$ cat src/y86ie_alu.sv
// ALU with condition codes and branch/move condition test.
// Depends on nothing outside this file.
`default_nettype none
module y86ie_alu (
   input  wire logic [3:0]  ifun,
   input  wire logic [31:0] val_a,
   input  wire logic [31:0] val_b,
   input  wire logic [2:0]  cc,
   output logic [31:0]      result,
   output logic [2:0]       cc_new,
   output logic             cond
);
   logic lt;
   logic ovf;

   always_comb begin
      unique case (ifun)
         4'd0:    result = val_a + val_b;
         4'd1:    result = val_b - val_a;
         4'd2:    result = val_a & val_b;
         4'd3:    result = val_a ^ val_b;
         default: result = '0;
      endcase
      ovf = 1'b0;
      if (ifun == 4'd0) begin
         ovf = (val_a[31] == val_b[31]) && (result[31] != val_a[31]);
      end else if (ifun == 4'd1) begin
         ovf = (val_a[31] != val_b[31]) && (result[31] != val_b[31]);
      end
      cc_new = {result == 32'd0, result[31], ovf};
   end

   always_comb begin
      lt = cc[1] != cc[0];
      unique case (ifun)
         4'd0:    cond = 1'b1;
         4'd1:    cond = cc[2] || lt;
         4'd2:    cond = lt;
         4'd3:    cond = cc[2];
         4'd4:    cond = !cc[2];
         4'd5:    cond = !lt;
         4'd6:    cond = !(cc[2] || lt);
         default: cond = 1'b0;
      endcase
   end
endmodule
`default_nettype wire

$ cat config.mk
export PLATFORM = sky130hd
export DESIGN_NAME = y86ie_alu
export DESIGN_NICKNAME = d
export VERILOG_FILES = /design/src/y86ie_alu.sv
export SDC_FILE = /design/constraint.sdc
export NUM_CORES = 1
export LEC_CHECK = 0
export BUFFER_PORTS_ARGS = -buffer_cell sky130_fd_sc_hd__buf_2
export CAP_MARGIN = 20
export CORE_AREA = 2 2 86 88
export DETAILED_ROUTE_END_ITERATION = 8
export DIE_AREA = 0 0 88 90
export PLACE_DENSITY_LB_ADDON = 0.3
export SYNTH_ARGS = -nofsm -noshare
export SYNTH_HDL_FRONTEND = slang
export SYNTH_SLANG_ARGS = --single-unit
$ cat constraint.sdc
create_clock -name vclk -period 8.8
set_input_delay 1.76 -clock vclk [all_inputs]
set_output_delay 1.76 -clock vclk [all_outputs]
set_load 0.05 [all_outputs]
==> impl_metrics.py <==
metrics = {
    "yosys": {
        "syn-num-nets": 671,
        "synth_top_area_frac": 0.2105,
        "synthTopCellsByCount": "ha_1 (64), a21oi_1 (46), nand2_1 (43), nor2_1 (43), o21ai_0 (27)",
        "synth_cells": 535,
        "ys.warnings.count": 0,
        "netlist-cell-type-count": 64,
        "synth_area_leader_cell": "ha_1",
        "ys_seq_area_frac": 0,
        "syn_area_mm2": 0.003805,
        "synth_area_leaders": "ha_1 (21%), mux2i_1 (6.8%), a21oi_1 (6.1%)",
        "synth.avg_cell_area_um2": 7.112,
        "yosysMostFrequentCell": "ha_1",
    },
    "cells_and_area": {
        "seq_area_um2": 0,
        "postLayoutCoreUtil": 0.6355,
        "n_antenna_cell": 0,
        "fillCellCount": 683,
        "layout.nets": 765,
        "n_sequential_cell": 0,
        "final_layout_size_suffix_gt1_frac": 0.2233,
        "areaGrowthSynthToFinish_pct": 17.26,
        "nClkBuffers": 0,
    },
    "critical_path": {
        "critical_path_buf_inv_count": 3,
        "end_kind": "primary output",
        "crit_path_frequent_cell": "nand2_1",
        "critPathMaxFanout": 11,
        "cp-start-kind": "primary input",
        "crit_path_top_delay_cell": "or4_1",
        "crit_required_ps": 7040,
        "critical_path_class": "in -> out",
        "cp.depth": 20,
        "cp_top_family": "simple AND/OR/NAND/NOR gates",
        "critical-path-max-stage-delay_ps": 550,
        "worstPathCellList": "buf_2 > nor4_1 > buf_4 > nand2_1 > or4_1 > nor3b_2 > nor2_1 > xnor2_1 > ha_1 > a21oi_1 > o21ai_0 > a21oi_1 > nand2_1 > or3_1 > a31o_1 > or4_1 > nor4_2 > nand2_1 > nor4b_4 > clkbuf_4",
        "crit_arrival_ps": 6710,
    },
    "sta": {
        "max-slew-margin-rel": 0.3840,
        "finalHoldViolCount": 0,
        "rsz0062_at_grt": "no",
        "finalCritPeriodShare": 0.9629,
        "maxSlewViolCount": 0,
        "fmax_ghz": 0.1180,
        "fin_ws_ps": 326.5,
        "worst_pin_slew_ps": 921.8,
        "period_needed_ps": 8474,
        "setup_viol": 0,
    },
    "hold_path": {
        "min_from": "ifun[3]",
        "hold_class": "in -> out",
        "hold_path_depth": 3,
        "worstHoldEndpoint": "cond",
    },
    "flow_run": {
        "maxCapViolations": 0,
    },
    "grt": {
        "grt_usage": 0.2830,
        "grt_pass1_vias": 4029,
        "grt-ovfl-total": 0,
        "grt_max_degree": 35,
        "grt_antenna_before_repair": 0,
        "grt_pass1_wl_um": 18890,
    },
    "floorplan": {
        "row_count": 31,
        "start_util": 0.5420,
        "core_mm2": 0.007020,
        "die_y_um": 90,
        "num_io_pins": 107,
        "design.die.area_mm2": 0.007920,
        "die_x_um": 88,
    },
    "power_and_ir_drop": {
        "cellPowerDensity_mw_per_mm2": 77.50,
        "peakVddDrop_mv": 0.04629,
        "pwr-share-comb": 1.000,
        "p_leak_uw": 0.002259,
        "seqPwrFrac": 0,
        "clock_power_share": 0,
        "internal-power_uw": 129.4,
        "power.total_uw": 345.8,
        "power.switching_uw": 216.4,
        "switching_share": 0.6257,
    },
    "detailed_routing": {
        "dr.first_iter.drc_count": 210,
        "remaining_drc_errors": 0,
        "vias": 4511,
        "drt_first_pass_iters": 5,
        "wl_per_cell_um": 16.62,
        "vias_per_cell": 6.213,
        "ant_nets": 0,
        "wirelength_um": 12070,
    },
    "place": {
        "place_hpwl_um": 9846,
        "dp_worst_setup_slack_ps": 253.4,
        "gp_congestion": 1.018,
        "port_buffers": 107,
    },
    "cts": {
        "cts_hold_buf": 0,
    },
    "status": {
        "status": "completed",
    },
}
tightest hold or removal path, stage by stage:
cell	delay, ps
buf_2	100
a21oi_1	40
buf_2	200
stage by stage:
step                      cells  hold slack, ps  setup TNS [ps]  area [µm²]
after floorplan             535            3695          -135.3        3822
after global placement      726            3848               0        4446
after detailed placement    726            3856               0        4446
after CTS                   726            3855               0        4446
after global routing        726            3874               0        4462
final                       726            3858               0        4462
cells in the final DEF (no fill, tap or decap), types with 3 or more instances in the layout:
| cell type | count |
|---|---|
| inv_1 | 20 |
| or3_1 | 8 |
| a31oi_1 | 6 |
| xor2_1 | 26 |
| and2_1 | 6 |
| nand3_1 | 16 |
| a21o_1 | 10 |
| o21ai_0 | 27 |
| o211ai_1 | 10 |
| a21oi_1 | 46 |
| ha_1 | 64 |
| xnor2_1 | 21 |
| mux2_2 | 7 |
| o22ai_1 | 8 |
| nor4_2 | 3 |
| or2_2 | 5 |
| buf_4 | 8 |
| nor3_1 | 11 |
| mux2i_1 | 26 |
| nor2b_1 | 3 |
| a211o_1 | 8 |
| a211oi_1 | 8 |
| o31ai_1 | 6 |
| nand4_1 | 6 |
| nand2b_1 | 6 |
| nor4_1 | 8 |
| buf_2 | 106 |
| nand2_1 | 43 |
| nor2_1 | 43 |
| and3_1 | 9 |
power groups by stage:
stage / clock, µW / sequential [µW] / combinational, µW
3_3_place_gp: 0 / 0 / 333
2_1_floorplan: 0 / 0 / 250
4_1_cts: 0 / 0 / 340
3_5_place_dp: 0 / 0 / 338
5_1_grt: 0 / 0 / 376
6_report: 0 / 0 / 346
worst max path at each step:
stage,endpoint,slack [ps],startpoint
after floorplan,cc_new[2],-140,ifun[0]
after global placement,cc_new[2],350,val_a[4]
after detailed placement,cc_new[2],250,val_a[4]
after CTS,cc_new[2],210,val_a[4]
after global routing,cc_new[2],10,val_a[4]
final,cc_new[2],330,val_a[4]
cell families (layout without fill, tap and decap cells):
family,count (synthesis),in the layout,share of synthesized area
AOI/OAI and AO/OA,166,166,0.2927
buffers and inverters,43,135,0.04505
adders and majority gates,66,66,0.2184
and+or+nand+nor,180,180,0.2466
xor gates and xnor gates,47,47,0.1082
muxes,33,33,0.08912
routing by layer:
metal  track usage  vias to the layer above  wire [µm]
met5             0                        -          0
met4       0.03718                        0        162
met3       0.01286                       12        746
met2        0.4779                      163       5718
met1        0.4032                     2113       5443
li1              -                     2223          -
timing repair:
item,in CTS,in global routing
gates resized for setup,0,4
endpoints found under the setup margin,0,2
buffers inserted,0,0
layout make-up:
type,count,area [µm²],share of cell area
Timing Repair Buffer,115,598.1,0.1340
Tap cell,99,123.9,0.02776
Multi-Input combinational cell,492,3665,0.8214
Inverter,20,75.07,0.01683
(Power assumes the default switching activity.)
