===== src/y86ie_pkg.sv =====
// Shared constants and port types of the Y86 executor.
// Used by the core, memory, register file and checker; depends on nothing.
`default_nettype none
package y86ie_pkg;

   localparam int MEM_BYTES = 8192;
   localparam int MEM_AW = $clog2(MEM_BYTES);
   localparam logic [31:0] BYTE_LIM = 32'(MEM_BYTES);
   localparam logic [31:0] WORD_LIM = 32'(MEM_BYTES - 4);

   localparam logic [1:0] ACT_LOAD = 2'd0;
   localparam logic [1:0] ACT_EXEC = 2'd1;
   localparam logic [1:0] ACT_REG  = 2'd2;
   localparam logic [1:0] ACT_WORD = 2'd3;

   localparam logic [1:0] ST_AOK = 2'd0;
   localparam logic [1:0] ST_HLT = 2'd1;
   localparam logic [1:0] ST_ADR = 2'd2;
   localparam logic [1:0] ST_INS = 2'd3;

   localparam logic [3:0] I_HALT   = 4'h0;
   localparam logic [3:0] I_NOP    = 4'h1;
   localparam logic [3:0] I_RRMOV  = 4'h2;
   localparam logic [3:0] I_IRMOV  = 4'h3;
   localparam logic [3:0] I_RMMOV  = 4'h4;
   localparam logic [3:0] I_MRMOV  = 4'h5;
   localparam logic [3:0] I_OPL    = 4'h6;
   localparam logic [3:0] I_JXX    = 4'h7;
   localparam logic [3:0] I_CALL   = 4'h8;
   localparam logic [3:0] I_RET    = 4'h9;
   localparam logic [3:0] I_PUSH   = 4'hA;
   localparam logic [3:0] I_POP    = 4'hB;

   localparam logic [2:0] REG_ESP = 3'd4;
   localparam logic [2:0] CC_RESET = 3'b100;

   typedef struct packed {
      logic              we;
      logic [MEM_AW-1:0] addr;
      logic [7:0]        wdata;
   } mem_req_type;

   typedef struct packed {
      logic        we;
      logic [2:0]  waddr;
      logic [31:0] wdata;
      logic [2:0]  raddr_a;
      logic [2:0]  raddr_b;
   } rf_req_type;

endpackage
`default_nettype wire


===== src/y86ie_regs.sv =====
// Register file, eight words, one write and two registered reads.
// Depends on y86ie_pkg.
`default_nettype none
module y86ie_regs (
   input  wire logic                   clock,
   input  wire y86ie_pkg::rf_req_type  rf_req,
   output logic [31:0]                 rd_a,
   output logic [31:0]                 rd_b
);
   logic [31:0] rf_ff [8];

   always_ff @(posedge clock) begin
      if (rf_req.we) begin
         rf_ff[rf_req.waddr] <= rf_req.wdata;
      end
      rd_a <= rf_ff[rf_req.raddr_a];
      rd_b <= rf_ff[rf_req.raddr_b];
   end
endmodule
`default_nettype wire


===== config.mk =====
export PLATFORM = sky130hd
export DESIGN_NAME = y86ie_regs
export DESIGN_NICKNAME = d
export VERILOG_FILES = /design/src/y86ie_pkg.sv /design/src/y86ie_regs.sv
export SDC_FILE = /design/constraint.sdc
export NUM_CORES = 1
export LEC_CHECK = 0
export BUFFER_PORTS_ARGS = -buffer_cell sky130_fd_sc_hd__buf_2
export CORE_AREA = 2 2 198 200
export CTS_BUF_LIST = sky130_fd_sc_hd__clkbuf_4
export CTS_CLUSTER_SIZE = 20
export DETAILED_ROUTE_END_ITERATION = 8
export DIE_AREA = 0 0 200 202
export GPL_TIMING_DRIVEN = 0
export HOLD_SLACK_MARGIN = 0.15
export PLACE_DENSITY = 0.58
export SYNTH_ARGS = -nofsm -noshare
export SYNTH_HDL_FRONTEND = slang
export SYNTH_SLANG_ARGS = --single-unit

===== constraint.sdc =====
create_clock -name clock -period 5.1 [get_ports clock]
set_clock_uncertainty 0.2 [all_clocks]
set_input_delay 1.275 -clock clock [delete_from_list [all_inputs] [get_ports clock]]
set_output_delay 1.275 -clock clock [all_outputs]
set_load 0.005 [all_outputs]

==> results.sh <==
export IMPL_status="complete, no violations"
export IMPL_timing_final_crit_period_ns=2.996
export IMPL_cp_slowest_stage_delay_ns=0.90
export IMPL_synth_xor_area_share_pct=0
export IMPL_cp_start_kind="input pin"
export IMPL_layout_drive_gt1_share_pct=46.39
export IMPL_p_leak_uw=0.005575
export IMPL_clock_sinks=320
export IMPL_gpl_final_weighted_congestion=0.6957
export IMPL_synth_cells=561
export IMPL_synth_top_area_share_pct=58.35
export IMPL_cp_slowest_cell="nor3_2"
export IMPL_grt_pass1_vias=7552
export IMPL_hold_ws_ns=0.4919
export IMPL_grtUsageTotal_pct=16.24
export IMPL_setup_viol=0
export IMPL_path_class="input pin to flop"
export IMPL_cap_viol_max_count=0
export IMPL_hold_path_class="flop to flop"
export IMPL_dieArea_mm2=0.04040
export IMPL_path_clk_slew_ns=0.07
export IMPL_synth_fa_ha_area_share_pct=0
export IMPL_cts_root_buffer="clkbuf_4"
export IMPL_ys_seq_elements=320
export IMPL_setup_slack_ns=2.104
export IMPL_postCtsSetupBuffers=0
export IMPL_crit_required_ns=5.29
export IMPL_fmax_ghz=0.3338
export IMPL_fin_crit_sh_pct=58.74
export IMPL_pin_count=107
export IMPL_slew_limit_headroom_pct=26.40
export IMPL_antenna_found_initial=6
export IMPL_vias=6793
export IMPL_synth_largest_area_cell="edfxtp_1"
export IMPL_cts_inserted_buffers=83
export IMPL_critPathCaptureType="flop"
export IMPL_crit_chain="buf_2 -> nand2b_1 -> nor3_2 -> buf_6 -> buf_8 -> buf_6"
export IMPL_drv_slew=0
export IMPL_vias_per_cell=5.021
export IMPL_totalWireLength_um=32160
export IMPL_syn_avg_cell_area_um2=23.49
export IMPL_grt_pass1_wl_um=46930
export IMPL_p_per_area_mw_per_mm2=361.3
export IMPL_yosys_area_share_simple_pct=0.4463
export IMPL_yosysUniqueCellTypes=14
export IMPL_synth_mux_area_share_pct=29.63
export IMPL_crit_fanout=8
export IMPL_htreeDepth=3
export IMPL_path_buf_inv=4
export IMPL_dr_pass1_iters=6
export IMPL_path_delay_family="simple AND/OR/NAND/NOR gates"
export IMPL_grt_overflow_total=0
export IMPL_cts_tree="built"
export IMPL_die_w_um=200
export IMPL_hold_viol=0
export IMPL_io_buffers=100
export IMPL_postCtsHoldBufs=0
export IMPL_yosysSeqAreaShare_pct=68.07
export IMPL_max_vdd_ir_drop_uv=135.0
export IMPL_crit_path_frequent_cell="buf_6"
export IMPL_fp_row_count=72
export IMPL_nNetsFinal=804
export IMPL_avgRoutedWirePerCell_um=23.77
export IMPL_dpl_worst_slack_ns=1.418
export IMPL_yosysWarnings=0
export IMPL_cts_buffer_depth=3
export IMPL_insertion_delay_ns=0.71
export IMPL_syn_area_mm2=0.01318
export IMPL_drc=0
export IMPL_synth_top_family_by_area="multiplexers"
export IMPL_first_iter_violations=425
export IMPL_areaGrowthSynthToFinish_pct=19.34
export IMPL_core_mm2=0.03829
export IMPL_rsz0062_at_grt="false"
export IMPL_post_dp_hpwl_um=20500
export IMPL_worstPathArrival_ns=3.19
export IMPL_worst_pin_slew_ns=1.098
export IMPL_synth_compound_area_share_pct=0
export IMPL_start_util_pct=34.41
export IMPL_ys_top_cells_by_area="edfxtp_1, mux4_1, dfxtp_1"
export IMPL_die_height_um=202
export IMPL_synthesis_nets=604
export IMPL_ant_nets=0
export IMPL_cts_resized=0
export IMPL_grt_max_degree=21
==> cell families (layout without fill, tap and decap cells) <==
logic type,Yosys count,count (layout)
DFF,320,320
and+or+nand+nor,13,13
muxes,192,192
other,0,3
buffers and inverters,36,307
==> metal layers <==
metal	global-route usage [%]	routed length [um]	up-vias
met4	6.667	782	8
met1	18.53	12350	3537
li1	-	-	2954
met5	0	59	-
met2	28.68	17110	221
met3	4.338	1853	73
==> power breakdown <==
part | switching, uW | total, uW | internal (uW)
clock | 1020 | 2240 | 1220
combinational | 217 | 452 | 235
sequential | 45.4 | 2990 | 2940
total | 1280 | 5680 | 4400
==> cell usage in the layout, fill, tap and decap left out, drive strengths merged <==
cell,count
edfxtp,256
buf,149
mux4,128
clkbuf,126
mux2,64
dfxtp,64
clkinv,25
nor2,6
inv,5
diode,3
nand2b,3
nand2,2
nor3,2
bufinv,2
==> worst min-delay path, stage by stage, from the launching register on <==
cell      delay [ns]
edfxtp_1        0.33
mux4_1          0.21
mux2_2          0.13
==> stage by stage <==
step           area [um2]  TNS (ns)  util, %  std cells  total power, uW
6_report            15720         0    41.07       1353             5681
5_1_grt             15720         0    41.07       1353             5941
4_1_cts             15720         0    41.05       1350             5764
3_5_place_dp        14610         0    38.15       1194             3507
3_3_place_gp        14320   -192.78    37.41       1179             3477
2_1_floorplan       13180         0        -        561             3291
==> cells in the mapped netlist, drive strengths merged <==
master	count
clkbuf	2
nand2	2
nor3	2
nand2b	3
dfxtp	64
buf	34
nor2	6
mux2	64
edfxtp	256
mux4	128
==> registers in the layout (all words and copies together) (netlist names) <==
signal  flops
rf_ff     256
rd_a       32
rd_b       32
==> path summary, 6_finish.rpt <==
path | start | end | slack (ns) | depth (start not counted)
setup / recovery | rf_req[40] | rf_ff[0][3] | 2.10 | 6
hold / removal | rf_ff[6][29] | rd_a[29] | 0.49 | 2
setup reg to reg | rf_ff[1][2] | rd_a[2] | 3.54 | 2
hold reg to reg | rf_ff[6][29] | rd_a[29] | 0.49 | 2
==> layout make-up <==
class                   count  area (um2)
repair buffers            115       729.5
clock inverters            32       176.4
well taps                 518       648.1
multi-input cells         205        4018
clock buffers             124       930.9
flip-flops and latches    320        8969
plain buffers              36       244.0
fillers                  3359       22560
diodes                      3       7.507
No activity file was read; power rests on OpenSTA's default activity.
